[src/hdl/tspb_pkg.sv]
package tspb_pkg;

    // field widths
    localparam int SAMPLE_W = 12;
    localparam int SCALED_W = 10;
    localparam int BEND_W   = 14;
    localparam int CHAN_W   = 5;
    localparam int RUN_W    = 8;
    localparam int CFG_IDX_W  = 3;
    localparam int CFG_DATA_W = 14;

    // shared divider widths: dividend covers the largest scaled product,
    // divisor covers the mapping span and the averaging depth
    localparam int DIV_NW = 24;
    localparam int DIV_DW = 10;

    // constants of the mapping
    localparam logic [SCALED_W-1:0] SCALED_MAX = 10'd1023;
    localparam logic [BEND_W-1:0]   BEND_SPAN  = 14'd16383;
    localparam logic [RUN_W-1:0]    RUN_MAX    = 8'd255;

    // register indexes
    localparam logic [CFG_IDX_W-1:0] CFG_TOUCH_MIN   = 3'd0;
    localparam logic [CFG_IDX_W-1:0] CFG_HYSTERESIS  = 3'd1;
    localparam logic [CFG_IDX_W-1:0] CFG_MIN_DELTA   = 3'd2;
    localparam logic [CFG_IDX_W-1:0] CFG_ENTER_COUNT = 3'd3;
    localparam logic [CFG_IDX_W-1:0] CFG_EXIT_COUNT  = 3'd4;
    localparam logic [CFG_IDX_W-1:0] CFG_CHANNEL     = 3'd5;

    // sequencer states
    typedef enum logic [2:0] {
        S_IDLE,
        S_CHK,
        S_UPD,
        S_MEAN,
        S_MUL,
        S_MAP,
        S_FIN,
        S_EMIT
    } t_state;

    // request to the shared divider
    typedef struct packed {
        logic              start;
        logic [DIV_NW-1:0] dividend;
        logic [DIV_DW-1:0] divisor;
    } t_div_req;

endpackage

[src/hdl/tspb_ram.sv]
module tspb_ram #(
    parameter int WIDTH = 10,
    parameter int DEPTH = 8
) (
    input  logic                     i_clk,
    input  logic                     i_we,
    input  logic [$clog2(DEPTH)-1:0] i_waddr,
    input  logic [WIDTH-1:0]         i_wdata,
    input  logic [$clog2(DEPTH)-1:0] i_raddr,
    output logic [WIDTH-1:0]         o_rdata
);

    logic [WIDTH-1:0] r_mem [DEPTH];
    logic [WIDTH-1:0] r_rdata;

    // one write port, one registered read port
    always_ff @(posedge i_clk) begin
        if (i_we) begin
            r_mem[i_waddr] <= i_wdata;
        end
        r_rdata <= r_mem[i_raddr];
    end

    assign o_rdata = r_rdata;

endmodule

[src/hdl/tspb_div.sv]
module tspb_div (
    input  logic                       i_clk,
    input  logic                       i_rst_n,
    input  tspb_pkg::t_div_req         i_req,
    output logic                       o_done,
    output logic [tspb_pkg::DIV_NW-1:0] o_quotient
);

    localparam int NW  = tspb_pkg::DIV_NW;
    localparam int DW  = tspb_pkg::DIV_DW;
    localparam int CNT_W = $clog2(NW + 1);

    logic [NW-1:0]    r_quo, n_quo;
    logic [DW-1:0]    r_rem, n_rem;
    logic [DW-1:0]    r_dvs, n_dvs;
    logic [CNT_W-1:0] r_cnt, n_cnt;
    logic             r_busy, n_busy;
    logic             r_done, n_done;
    logic [DW:0]      rem_sh;
    logic [DW:0]      rem_sub;

    // one restoring step per cycle, quotient bits shift in from the right
    always_comb begin
        rem_sh  = {r_rem, r_quo[NW-1]};
        rem_sub = rem_sh - {1'b0, r_dvs};
        n_quo  = r_quo;
        n_rem  = r_rem;
        n_dvs  = r_dvs;
        n_cnt  = r_cnt;
        n_busy = r_busy;
        n_done = 1'b0;
        if (i_req.start) begin
            n_quo  = i_req.dividend;
            n_rem  = '0;
            n_dvs  = i_req.divisor;
            n_cnt  = CNT_W'(NW);
            n_busy = 1'b1;
        end else if (r_busy) begin
            if (rem_sh >= {1'b0, r_dvs}) begin
                n_rem = rem_sub[DW-1:0];
                n_quo = {r_quo[NW-2:0], 1'b1};
            end else begin
                n_rem = rem_sh[DW-1:0];
                n_quo = {r_quo[NW-2:0], 1'b0};
            end
            n_cnt = r_cnt - 1'b1;
            if (r_cnt == CNT_W'(1)) begin
                n_busy = 1'b0;
                n_done = 1'b1;
            end
        end
    end

    // control
    always_ff @(posedge i_clk) begin
        if (!i_rst_n) begin
            r_busy <= 1'b0;
            r_done <= 1'b0;
            r_cnt  <= '0;
        end else begin
            r_busy <= n_busy;
            r_done <= n_done;
            r_cnt  <= n_cnt;
        end
    end

    // datapath
    always_ff @(posedge i_clk) begin
        r_quo <= n_quo;
        r_rem <= n_rem;
        r_dvs <= n_dvs;
    end

    assign o_done     = r_done;
    assign o_quotient = r_quo;

    // checks
    a_no_start_busy: assert property (@(posedge i_clk) disable iff (!i_rst_n)
        i_req.start |-> !r_busy)
        else $error("divider started while busy");

    a_done_after_last: assert property (@(posedge i_clk) disable iff (!i_rst_n)
        (r_busy && r_cnt == CNT_W'(1) && !i_req.start) |=> (r_done && !r_busy))
        else $error("divider missed its done pulse");

    a_cnt_idle: assert property (@(posedge i_clk) disable iff (!i_rst_n)
        !r_busy |-> r_cnt == '0)
        else $error("divider count left over while idle");

endmodule

[src/hdl/touch_strip_pitch_bend_conditioner.sv]
// Touch strip pitch bend conditioner. Each 12-bit sample is scaled to 0..1023;
// a reading below the touch threshold sends one zero bend (if the last bend was
// not zero), any other reading enters an AVG_DEPTH-entry ring whose mean is
// range checked against the threshold minus the hysteresis, run counted for
// finger-down and lift, mapped from threshold..1023 to -8192..8191 and sent
// when it moves by at least min_delta or on finger-down. One 24-bit radix-2
// divider does both the mean and the mapping division; the mapping division is
// skipped when the threshold is 1023, and a reading below the threshold uses no
// division. A bend that finds the output register still holding a stalled beat
// waits for that beat. o_in_stall is high whenever the sequencer is not idle.
// A finished bend waits in an output register, and the next sample is taken
// meanwhile. Registers are to be written through i_cfg_we/i_cfg_index/i_cfg_data
// only while the block is idle; the block itself does not enforce this.
module touch_strip_pitch_bend_conditioner #(
    parameter int AVG_DEPTH = 8
) (
    input  logic                                i_clk,
    input  logic                                i_rst_n,
    // sample channel
    input  logic                                i_in_valid,
    output logic                                o_in_stall,
    input  logic [tspb_pkg::SAMPLE_W-1:0]       i_raw_sample,
    // bend channel
    output logic                                o_out_valid,
    input  logic                                i_out_stall,
    output logic signed [tspb_pkg::BEND_W-1:0]  o_bend_value,
    output logic [tspb_pkg::CHAN_W-1:0]         o_bend_channel,
    // register writes
    input  logic                                i_cfg_we,
    input  logic [tspb_pkg::CFG_IDX_W-1:0]      i_cfg_index,
    input  logic [tspb_pkg::CFG_DATA_W-1:0]     i_cfg_data
);

    localparam int SW    = tspb_pkg::SCALED_W;
    localparam int BW    = tspb_pkg::BEND_W;
    localparam int RW    = tspb_pkg::RUN_W;
    localparam int NW    = tspb_pkg::DIV_NW;
    localparam int DW    = tspb_pkg::DIV_DW;
    localparam int WP_W  = $clog2(AVG_DEPTH);
    localparam int SUM_W = $clog2(AVG_DEPTH * 1023 + 1);
    localparam logic [SUM_W-1:0] SUM_MAX = SUM_W'(AVG_DEPTH * 1023);

    // configuration registers
    logic [SW-1:0]     r_touch_min;
    logic [7:0]        r_hyst;
    logic [BW-1:0]     r_min_delta;
    logic [RW-1:0]     r_enter;
    logic [RW-1:0]     r_exit;
    logic [tspb_pkg::CHAN_W-1:0] r_chan;

    // sequencer and item state
    tspb_pkg::t_state  r_state, n_state;
    logic [SW-1:0]     r_scaled, n_scaled;
    logic [WP_W-1:0]   r_wp, n_wp;
    logic [AVG_DEPTH-1:0] r_vld, n_vld;
    logic [SUM_W-1:0]  r_sum, n_sum;
    logic [SW-1:0]     r_mean, n_mean;
    logic signed [BW-1:0] r_last, n_last;
    logic [RW-1:0]     r_in_run, n_in_run;
    logic [RW-1:0]     r_out_run, n_out_run;
    logic              r_neg, n_neg;
    logic              r_entry, n_entry;
    logic signed [BW-1:0] r_mapped, n_mapped;
    logic signed [BW-1:0] r_pend, n_pend;

    // output register
    logic              r_out_valid, n_out_valid;
    logic              out_load;
    logic signed [BW-1:0] r_out_value;
    logic [tspb_pkg::CHAN_W-1:0] r_out_chan;

    // history ring and divider
    logic              ram_we;
    logic [SW-1:0]     ram_rdata;
    tspb_pkg::t_div_req div_req;
    logic              div_done;
    logic [NW-1:0]     div_quo;

    // datapath helpers
    logic [SW-1:0]     hist_old;
    logic [SUM_W-1:0]  sum_upd;
    logic [WP_W-1:0]   wp_next;
    logic [SW-1:0]     mean_q;
    logic              in_range;
    logic [RW-1:0]     in_inc;
    logic [RW-1:0]     out_inc;
    logic signed [SW:0] map_diff;
    logic [SW-1:0]     map_mag;
    logic [NW-1:0]     map_prod;
    logic [DW-1:0]     map_span;
    logic signed [NW+1:0] q_signed;
    logic signed [NW+1:0] map_v;
    logic signed [BW-1:0] map_clamped;
    logic signed [BW:0] upd_diff;
    logic [BW:0]       upd_abs;

    // register writes
    always_ff @(posedge i_clk) begin
        if (!i_rst_n) begin
            r_touch_min <= 10'd460;
            r_hyst      <= 8'd20;
            r_min_delta <= 14'd100;
            r_enter     <= 8'd3;
            r_exit      <= 8'd3;
            r_chan      <= 5'd1;
        end else if (i_cfg_we) begin
            unique case (i_cfg_index)
                tspb_pkg::CFG_TOUCH_MIN:   r_touch_min <= i_cfg_data[SW-1:0];
                tspb_pkg::CFG_HYSTERESIS:  r_hyst      <= i_cfg_data[7:0];
                tspb_pkg::CFG_MIN_DELTA:   r_min_delta <= i_cfg_data[BW-1:0];
                tspb_pkg::CFG_ENTER_COUNT: r_enter     <= i_cfg_data[RW-1:0];
                tspb_pkg::CFG_EXIT_COUNT:  r_exit      <= i_cfg_data[RW-1:0];
                tspb_pkg::CFG_CHANNEL:     r_chan      <= i_cfg_data[tspb_pkg::CHAN_W-1:0];
                default: begin
                end
            endcase
        end
    end

    // ring update and mean range test
    always_comb begin
        hist_old = r_vld[r_wp] ? ram_rdata : '0;
        sum_upd  = r_sum - SUM_W'(hist_old) + SUM_W'(r_scaled);
        wp_next  = (r_wp == WP_W'(AVG_DEPTH - 1)) ? '0 : r_wp + 1'b1;
        mean_q   = div_quo[SW-1:0];
        in_range = ({1'b0, mean_q} + {3'b000, r_hyst}) >= {1'b0, r_touch_min};
        in_inc   = (r_in_run == tspb_pkg::RUN_MAX) ? r_in_run : r_in_run + 1'b1;
        out_inc  = (r_out_run == tspb_pkg::RUN_MAX) ? r_out_run : r_out_run + 1'b1;
    end

    // mapping: magnitude product, then signed quotient, offset and clamp
    always_comb begin
        map_diff = $signed({1'b0, r_mean}) - $signed({1'b0, r_touch_min});
        map_mag  = map_diff[SW] ? SW'(-map_diff) : map_diff[SW-1:0];
        map_prod = NW'({{(NW-SW){1'b0}}, map_mag} * {{(NW-BW){1'b0}}, tspb_pkg::BEND_SPAN});
        map_span = tspb_pkg::SCALED_MAX - r_touch_min;
        q_signed = r_neg ? -$signed({2'b00, div_quo}) : $signed({2'b00, div_quo});
        map_v    = q_signed - (NW+2)'(8192);
        if (map_v < -(NW+2)'(8192)) begin
            map_clamped = -14'sd8192;
        end else if (map_v > (NW+2)'(8191)) begin
            map_clamped = 14'sd8191;
        end else begin
            map_clamped = map_v[BW-1:0];
        end
        upd_diff = $signed({r_mapped[BW-1], r_mapped}) - $signed({r_last[BW-1], r_last});
        upd_abs  = upd_diff[BW] ? (BW+1)'(-upd_diff) : upd_diff;
    end

    // sequencer
    always_comb begin
        n_state   = r_state;
        n_scaled  = r_scaled;
        n_wp      = r_wp;
        n_vld     = r_vld;
        n_sum     = r_sum;
        n_mean    = r_mean;
        n_last    = r_last;
        n_in_run  = r_in_run;
        n_out_run = r_out_run;
        n_neg     = r_neg;
        n_entry   = r_entry;
        n_mapped  = r_mapped;
        n_pend    = r_pend;
        ram_we    = 1'b0;
        out_load  = 1'b0;
        div_req   = '{start: 1'b0, dividend: '0, divisor: '0};
        unique case (r_state)
            tspb_pkg::S_IDLE: begin
                if (i_in_valid) begin
                    n_scaled = i_raw_sample[tspb_pkg::SAMPLE_W-1:2];
                    n_state  = tspb_pkg::S_CHK;
                end
            end
            tspb_pkg::S_CHK: begin
                if (r_scaled < r_touch_min) begin
                    if (r_last != '0) begin
                        n_last  = '0;
                        n_pend  = '0;
                        n_state = tspb_pkg::S_EMIT;
                    end else begin
                        n_state = tspb_pkg::S_IDLE;
                    end
                end else begin
                    n_state = tspb_pkg::S_UPD;
                end
            end
            tspb_pkg::S_UPD: begin
                ram_we        = 1'b1;
                n_vld[r_wp]   = 1'b1;
                n_sum         = sum_upd;
                n_wp          = wp_next;
                div_req.start    = 1'b1;
                div_req.dividend = NW'(sum_upd);
                div_req.divisor  = DW'(AVG_DEPTH);
                n_state = tspb_pkg::S_MEAN;
            end
            tspb_pkg::S_MEAN: begin
                if (div_done) begin
                    n_mean = mean_q;
                    if (in_range) begin
                        n_out_run = '0;
                        n_in_run  = in_inc;
                        if (r_last == '0 && in_inc >= r_enter) begin
                            n_in_run = '0;
                            n_entry  = 1'b1;
                            n_state  = tspb_pkg::S_MUL;
                        end else if (r_last != '0) begin
                            n_entry = 1'b0;
                            n_state = tspb_pkg::S_MUL;
                        end else begin
                            n_state = tspb_pkg::S_IDLE;
                        end
                    end else begin
                        n_in_run  = '0;
                        n_out_run = out_inc;
                        if (r_last != '0 && out_inc >= r_exit) begin
                            n_last  = '0;
                            n_pend  = '0;
                            n_state = tspb_pkg::S_EMIT;
                        end else begin
                            n_state = tspb_pkg::S_IDLE;
                        end
                    end
                end
            end
            tspb_pkg::S_MUL: begin
                if (r_touch_min == tspb_pkg::SCALED_MAX) begin
                    n_mapped = 14'sd8191;
                    n_state  = tspb_pkg::S_FIN;
                end else begin
                    n_neg            = map_diff[SW];
                    div_req.start    = 1'b1;
                    div_req.dividend = map_prod;
                    div_req.divisor  = map_span;
                    n_state          = tspb_pkg::S_MAP;
                end
            end
            tspb_pkg::S_MAP: begin
                if (div_done) begin
                    n_mapped = map_clamped;
                    n_state  = tspb_pkg::S_FIN;
                end
            end
            tspb_pkg::S_FIN: begin
                if (r_entry || upd_abs >= {1'b0, r_min_delta}) begin
                    n_last  = r_mapped;
                    n_pend  = r_mapped;
                    n_state = tspb_pkg::S_EMIT;
                end else begin
                    n_state = tspb_pkg::S_IDLE;
                end
            end
            tspb_pkg::S_EMIT: begin
                if (!r_out_valid || !i_out_stall) begin
                    out_load = 1'b1;
                    n_state  = tspb_pkg::S_IDLE;
                end
            end
            default: begin
                n_state = tspb_pkg::S_IDLE;
            end
        endcase
    end

    // output slot
    always_comb begin
        if (out_load) begin
            n_out_valid = 1'b1;
        end else if (!i_out_stall) begin
            n_out_valid = 1'b0;
        end else begin
            n_out_valid = r_out_valid;
        end
    end

    // control registers
    always_ff @(posedge i_clk) begin
        if (!i_rst_n) begin
            r_state     <= tspb_pkg::S_IDLE;
            r_wp        <= '0;
            r_vld       <= '0;
            r_sum       <= '0;
            r_last      <= '0;
            r_in_run    <= '0;
            r_out_run   <= '0;
            r_out_valid <= 1'b0;
        end else begin
            r_state     <= n_state;
            r_wp        <= n_wp;
            r_vld       <= n_vld;
            r_sum       <= n_sum;
            r_last      <= n_last;
            r_in_run    <= n_in_run;
            r_out_run   <= n_out_run;
            r_out_valid <= n_out_valid;
        end
    end

    // payload registers
    always_ff @(posedge i_clk) begin
        r_scaled <= n_scaled;
        r_mean   <= n_mean;
        r_neg    <= n_neg;
        r_entry  <= n_entry;
        r_mapped <= n_mapped;
        r_pend   <= n_pend;
        if (out_load) begin
            r_out_value <= r_pend;
            r_out_chan  <= r_chan;
        end
    end

    // history ring: old entry read while the threshold check runs
    tspb_ram #(
        .WIDTH (SW),
        .DEPTH (AVG_DEPTH)
    ) u_hist (
        .i_clk   (i_clk),
        .i_we    (ram_we),
        .i_waddr (r_wp),
        .i_wdata (r_scaled),
        .i_raddr (r_wp),
        .o_rdata (ram_rdata)
    );

    // shared divider for mean and mapping
    tspb_div u_div (
        .i_clk      (i_clk),
        .i_rst_n    (i_rst_n),
        .i_req      (div_req),
        .o_done     (div_done),
        .o_quotient (div_quo)
    );

    assign o_in_stall     = (r_state != tspb_pkg::S_IDLE);
    assign o_out_valid    = r_out_valid;
    assign o_bend_value   = r_out_value;
    assign o_bend_channel = r_out_chan;

    // checks
    a_wp_range: assert property (@(posedge i_clk) disable iff (!i_rst_n)
        r_wp <= WP_W'(AVG_DEPTH - 1))
        else $error("write pointer past ring end");

    a_runs_exclusive: assert property (@(posedge i_clk) disable iff (!i_rst_n)
        !(r_in_run != '0 && r_out_run != '0))
        else $error("in-range and out-of-range runs both active");

    a_sum_bound: assert property (@(posedge i_clk) disable iff (!i_rst_n)
        r_sum <= SUM_MAX)
        else $error("running sum out of bound");

    a_emit_lands: assert property (@(posedge i_clk) disable iff (!i_rst_n)
        out_load |=> (o_out_valid && o_bend_value == $past(r_pend)))
        else $error("emitted beat not presented");

endmodule
[config.mk]
export PLATFORM = sky130hd
export DESIGN_NAME = touch_strip_pitch_bend_conditioner
export DESIGN_NICKNAME = d
export VERILOG_FILES = /design/src/hdl/tspb_pkg.sv /design/src/hdl/tspb_ram.sv /design/src/hdl/tspb_div.sv /design/src/hdl/touch_strip_pitch_bend_conditioner.sv
export SDC_FILE = /design/constraint.sdc
export NUM_CORES = 1
export LEC_CHECK = 0
export ABC_AREA = 1
export CAP_MARGIN = 20
export CORE_ASPECT_RATIO = 1.2
export CORE_MARGIN = 2
export CORE_UTILIZATION = 65
export CTS_CLUSTER_DIAMETER = 30
export CTS_CLUSTER_SIZE = 16
export DETAILED_ROUTE_END_ITERATION = 16
export DONT_BUFFER_PORTS = 1
export PLACE_DENSITY = 0.79
export SYNTH_ARGS = -nofsm -noshare
export SYNTH_HDL_FRONTEND = slang
export SYNTH_SLANG_ARGS = --single-unit
export TNS_END_PERCENT = 20
[constraint.sdc]
create_clock -name i_clk -period 8.1 [get_ports i_clk]
set_input_delay 1.62 -clock i_clk [delete_from_list [all_inputs] [get_ports i_clk]]
set_output_delay 1.62 -clock i_clk [all_outputs]
set_load 0.02 [all_outputs]
==> results.md, run 1 <==
- Total Wirelength: 50270 um
- Share of cells above drive strength 1: 8.925%
- # clock sinks: 321
- Final net count: 2740
- Worst path max stage delay: 0.59 ns
- Max Slew Vio Count: 0
- WP data required: 8.38 ns
- Netlist cell types: 62
- Commonest non-fill, non-tap cell in the layout: nand2_1
- Max Cap Violations: 0
- CTS tree: built
- Num rows: 71
- Via count: 16770
- Flop-to-flop setup slack: 0.38 ns
- Cells after Synth: 2430
- Max frequency: 129.5 MHz
- CTS clk-pin slew, worst paths: 0.05 ns
- Ant diodes: 0
- Buffers on Ports: 0
- Initial Util: 65.71%
- Synthesized cell area: 0.02055 mm^2
- Final ANT Viol Nets: 0
- GRT overflow: 0
- Max clock buf depth: 3
- Fin crit period: 7.723 ns
- Yosys warns: 0
- Slew margin rel.: 27.23%
- Worst Path Arrival: 8.00 ns
- First-pass GRT wire length: 81010 um
- Tightest Pin Transition: 1.088 ns
- CTS root buffer: clkbuf_16
- Detailed placer's ending HPWL: 36050 um
- Number of synthesized flops with an enable pin: 183
- Hold Crit Class: reg2reg
- Final worst clock skew: 0.04947 ns
- Routability Congestion: 0.9103
- Initial DRC Count: 1432
- Crit path max fanout: 5
- Die height: 198.8 um
- Slowest cell on crit path: fa_1
- Vias in the first global route: 16870
- Skew-Pair Late Insertion Delay: 0.60 ns
- Fin. Hold Viols: 0
- Residual DRC count: 0
- Mapped Nets: 2696
- Async S/R FF share, synth: 0%
- Register area: 0.008258 mm^2
- Multi-input gate area: 0.01070 mm^2
- Fillers: 2211
- Final Cycle Share: 95.35%
- Largest net degree at the start of global routing: 74
- CTS HTree Levels: 2
- CTS Buf Count: 55
- Commonest non-fill, non-tap cells in the layout: nand2_1 (445), inv_1 (381), nor2_1 (232), a21oi_1 (190), edfxtp_1 (183)
- Sequential element share of the synthesized area: 40.19%
- Synthesized area per cell: 8.456 um^2
- Initial antenna violation count: 0
- GRT Resource Usage Total: 30.27%
- Final core occ: 74.29%
- CP dominant cell by count: inv_1
- Worst setup SP type: flop
- Die Area: 0.03306 mm^2
- Die X: 166.3 um
- Syn-to-layout area delta: 13.05%
- Setup CP Type: reg2reg
- Status: finished clean
- Cts hold-fix bufs: 0
- Core ar.: 0.03127 mm^2
- Crit path capture type: flop
- DR vias/cell: 5.740
- DR WL/cell: 17.20 um
- Top Ports: 55
- DRT Pass-1 Iters: 6
- Worst hold slack: 0.4176 ns
- # setup viols final: 0
- Most used DFF post-synth: edfxtp_1
- Number of synthesized register bits: 321
-- stage by stage --
stage	setup slack, ns	setup TNS [ns]	std cells	area, um^2
after global routing	-0.09300	-0.1967	2922	23230
after floorplan	0.9545	0	2430	20550
after global placement	0.4777	0	2810	21120
after CTS	0.1736	0	2914	23080
final	0.3767	0	2922	23230
after detailed placement	0.2754	0	2810	21120
-- routing by layer --
metal	part of all wire (%)	global-route usage [%]	routed length, um
met5	0	0	0
met4	5.1	15.93	2586
met3	5.2	3.860	2617
met2	50	55.42	25260
met1	39	34.77	19810
-- registers in the layout, summed over array words and instances, names as in the netlist, 10 cells and up --
name	count
o_bend_value	14
r_last	14
r_mapped	14
r_mean	10
r_min_delta	14
r_pend	14
r_scaled	10
r_sum	13
r_touch_min	10
u_div.o_quotient	24
u_div.r_dvs	10
u_div.r_rem	10
u_hist.o_rdata	10
u_hist.r_mem	80
-- layout make-up --
| class | instances | area share [%] |
|---|---|---|
| multi-input cells | 1658 | 46.07 |
| flip-flops and latches | 321 | 35.55 |
| inverters | 400 | 6.480 |
| clock buffers | 65 | 6.264 |
| clock inverters | 39 | 2.160 |
| well taps | 401 | 2.160 |
| repair buffers | 38 | 1.314 |
-- worst max-delay path, delay by kind of cell, from the launching register on --
family | cells | cell delay, ns
adder cells (fa/ha/maj) | 8 | 3.33
AO/OA/AOI/OAI | 11 | 1.42
AND/OR/NAND/NOR | 7 | 1.01
buffers and inverters | 9 | 0.85
XOR/XNOR | 2 | 0.49
flip-flops | 1 | 0.35
-- final timing paths --
path	startpoint	to	depth (start not counted)
min reg2reg	r_pend[10]	o_bend_value[10]	0
max reg2reg	r_mean[0]	u_div.o_quotient[20]	37
min	r_pend[10]	o_bend_value[10]	0
max	r_mean[0]	u_div.o_quotient[20]	37
-- synth_stat cells (12+ instances only) --
master / n / area, um^2
nor2_1: 232 / 870.8
nor2_2: 12 / 75.07
clkbuf_1: 39 / 146.4
inv_1: 383 / 1438
a21oi_1: 192 / 960.9
nor4_1: 13 / 81.33
nand3_1: 84 / 420.4
fa_1: 56 / 1121
dfxtp_1: 138 / 2763
nor3_1: 27 / 135.1
xnor2_1: 29 / 254.0
edfxtp_1: 183 / 5495
xor2_1: 64 / 560.5
nand4_1: 36 / 225.2
ha_1: 176 / 2202
o21ai_0: 134 / 670.6
nand2_2: 16 / 100.1
a22oi_1: 13 / 97.59
o211ai_1: 19 / 142.6
nand2_1: 445 / 1670
-- kinds of logic after synthesis --
| logic type | count (synthesis) | synth area share [%] |
|---|---|---|
| multiplexers | 1 | 0.04871 |
| AO/OA/AOI/OAI | 432 | 12.02 |
| adder cells (fa/ha/maj) | 232 | 16.17 |
| XOR/XNOR | 97 | 4.281 |
| AND/OR/NAND/NOR | 896 | 18.86 |
| buffers and inverters | 451 | 8.427 |
| flip-flops | 321 | 40.19 |
-- what timing repair did --
action                     in CTS  in global routing
resized for setup               0                 21
buffers inserted                0                  6
setup endpoints to repair       0                  8
Power of run 1 is left out: the tool's default activity adds up to more than one toggle a clock period on the data nets, which glitch-free logic cannot reach.
==> inputs of run 2 (changes only) <==
--- a/config.mk
+++ b/config.mk
@@ -8,6 +8,6 @@
 export ABC_AREA = 1
-export CAP_MARGIN = 20
+export CAP_MARGIN = 10
 export CORE_ASPECT_RATIO = 1.2
 export CORE_MARGIN = 2
-export CORE_UTILIZATION = 65
+export CORE_UTILIZATION = 55
 export CTS_CLUSTER_DIAMETER = 30
@@ -16,3 +16,3 @@
 export DONT_BUFFER_PORTS = 1
-export PLACE_DENSITY = 0.79
+export PLACE_DENSITY = 0.68
 export SYNTH_ARGS = -nofsm -noshare
--- a/constraint.sdc
+++ b/constraint.sdc
@@ -3,2 +3,2 @@
 set_output_delay 1.62 -clock i_clk [all_outputs]
-set_load 0.02 [all_outputs]
+set_load 0.005 [all_outputs]
==> run 2 against run 1 <==
  * Critical path depth is 3 lower
  * Non-clock buffer count is 8 lower
  * Final cell count is 2.2% higher
  * Hold slack worse by 0.00056 ns
  * Maximum frequency is 1.6% higher
  * Global-route usage is 4.7 points lower
  * Critical endpoint unchanged
  * Largest cell class unchanged
==> results.md, run 2 (same netlist as run 1, synthesis figures left out) <==
- Top Ports: 55 (unchanged)
- Die Area: 0.03893 mm^2 (was 0.03306 mm^2)
- Met2 Use GR: 46.20% (was 55.42%)
- Worst hold path endpoint: o_bend_value[7] (was o_bend_value[10])
- FF-to-FF Start: r_touch_min[2] (was r_mean[0])
- Fin crit period: 7.598 ns (was 7.723 ns)
- Crit path capture type: flop (unchanged)
- Routability Congestion: 0.9283 (was 0.9103)
- Final setup margin: 0.5017 ns (was 0.3767 ns)
- CTS HTree Levels: 2 (unchanged)
- DRT Pass-1 Iters: 6 (unchanged)
- Worst hold stages: 0 (unchanged)
- Worst path buffer plus inverter count: 8 (was 9)
- Initial DRC Count: 1060 (was 1432)
- Fin. Hold Viols: 0 (unchanged)
- Initial antenna violation count: 0 (unchanged)
- Hold Crit Class: reg2reg (unchanged)
- Ant diodes: 0 (unchanged)
- CTS root buffer: clkbuf_16 (unchanged)
- Initial Util: 55.83% (was 65.71%)
- Fin cells: 2985 (was 2922)
- Commonest non-fill, non-tap cells in the layout: nand2_1 (445), inv_1 (381), nor2_1 (232), a21oi_1 (191), edfxtp_1 (183) (was nand2_1 (445), inv_1 (381), nor2_1 (232), a21oi_1 (190), edfxtp_1 (183))
- Final worst clock skew: 0.06132 ns (was 0.04947 ns)
- First-pass GRT wire length: 80530 um (was 81010 um)
- Setup CP Type: reg2reg (unchanged)
- DR WL/cell: 16.38 um (was 17.20 um)
- Min-delay src: r_pend[7] (was r_pend[10])
- FF-to-FF End: u_div.o_quotient[20] (unchanged)
- Worst setup SP type: flop (unchanged)
- Worst path max stage delay: 0.59 ns (about the same)
- Cts hold-fix bufs: 0 (unchanged)
- CTS Buf Count: 54 (was 55)
- Worst Path Arrival: 7.91 ns (was 8.00 ns)
- Largest net degree at the start of global routing: 74 (unchanged)
- Max Slew Vio Count: 0 (unchanged)
- Setup TNS Final: 0 ns (unchanged)
- GRT overflow: 0 (unchanged)
- Commonest non-fill, non-tap cell in the layout: nand2_1 (unchanged)
- Share of cells above drive strength 1: 8.363% (was 8.925%)
- Met1 Use GR: 30.91% (was 34.77%)
- Tightest Pin Transition: 1.132 ns (was 1.088 ns)
- Core ar.: 0.03680 mm^2 (was 0.03127 mm^2)
- Status: finished clean (unchanged)
- CP delay by family, top: adder cells (unchanged)
- Max frequency: 131.6 MHz (was 129.5 MHz)
- Slew margin rel.: 24.35% (was 27.23%)
- CTS tree: built (unchanged)
- Crit path max fanout: 5 (unchanged)
- Die X: 180.5 um (was 166.3 um)
- Post-place setup slack: 0.3315 ns (was 0.2754 ns)
- CP dominant cell by count: inv_1 (unchanged)
- WP data required: 8.41 ns (was 8.38 ns)
- Placed cells: 2880 (was 2810)
- R2R depth: 34 (was 37)
- Flop-to-flop setup slack: 0.50 ns (was 0.38 ns)
- Max Cap Violations: 0 (unchanged)
- Detailed placer's ending HPWL: 36480 um (was 36050 um)
- Final net count: 2731 (was 2740)
- # setup viols final: 0 (unchanged)
- Largest register FFs: 80 (unchanged)
- Slowest cell on crit path: fa_1 (unchanged)
- Met3 usage: 4.033% (was 3.860%)
- Buffers on Ports: 0 (unchanged)
- GRT Resource Usage Total: 25.58% (was 30.27%)
- Total Wirelength: 48880 um (was 50270 um)
- Vias in the first global route: 16270 (was 16870)
- Via count: 16170 (was 16770)
- Max clock buf depth: 3 (unchanged)
- Skew-Pair Late Insertion Delay: 0.63 ns (was 0.60 ns)
- Num rows: 77 (was 71)
- Final Cycle Share: 93.81% (was 95.35%)
- CTS clk-pin slew, worst paths: 0.06 ns (was 0.05 ns)
- # clock sinks: 321 (unchanged)
- Die height: 215.7 um (was 198.8 um)
- Final ANT Viol Nets: 0 (unchanged)
- DR vias/cell: 5.417 (was 5.740)
- Top reg by flops: u_hist.r_mem (unchanged)
- Syn-to-layout area delta: 12.77% (was 13.05%)
- Most Crowded Layer GR: met2 (unchanged)
- Residual DRC count: 0 (unchanged)
## run 2: changes by cell type in the layout (fill, tap and decap cells not counted), sizes merged
| cell | change |
|---|---|
| clkinv | +5 |
| clkbuf | -8 |
| clkinvlp | +3 |
| buf | -8 |
| bufinv | -2 |
## run 2: worst max path at each step
stage	start	to	slack [ns]	cells past startpoint
final	r_touch_min[2]	u_div.o_quotient[20]	0.50	34
after global routing	r_mean[0]	u_div.o_quotient[20]	-0.002	38
after CTS	r_mean[0]	u_div.o_quotient[20]	0.29	37
after detailed placement	r_mean[0]	u_div.o_quotient[20]	0.33	37
after global placement	r_mean[0]	u_div.o_quotient[20]	0.41	37
after floorplan	r_touch_min[0]	u_div.o_quotient[20]	0.95	34
## run 2: per-layer routing
| layer | routed length [um] | part of all wire (%) |
|---|---|---|
| met2 | 24580 | 50 |
| met4 | 1518 | 3.1 |
| met3 | 2381 | 4.9 |
| met1 | 20400 | 42 |
| met5 | 0 | 0 |
## run 2: what timing repair did
action                     in CTS  in global routing
resized for setup               0                 12
setup endpoints to repair       0                  8
setup buffers                   0                  3
## run 2: cell type report
cell class	count	area, um^2
Sequential cell	321	8258
Multi-Input combinational cell	1658	10710
Inverter	400	1501
Clock inverter	45	501.7
Fill cell	3093	13630
Clock buffer	57	1384
Timing Repair Buffer	30	225.2
Tap cell	474	593.1
## run 2: through the flow
| step | instance area, um^2 | util [%] | hold WS [ns] |
|---|---|---|---|
| 3_3_place_gp | 21230 | 57.68 | 0.4012 |
| 6_report | 23170 | 62.96 | 0.4170 |
| 2_1_floorplan | 20550 | - | 0.4003 |
| 5_1_grt | 23170 | 62.96 | 0.4137 |
| 3_5_place_dp | 21230 | 57.68 | 0.4054 |
| 4_1_cts | 23110 | 62.80 | 0.4168 |
Power of run 2 is left out for the same reason.
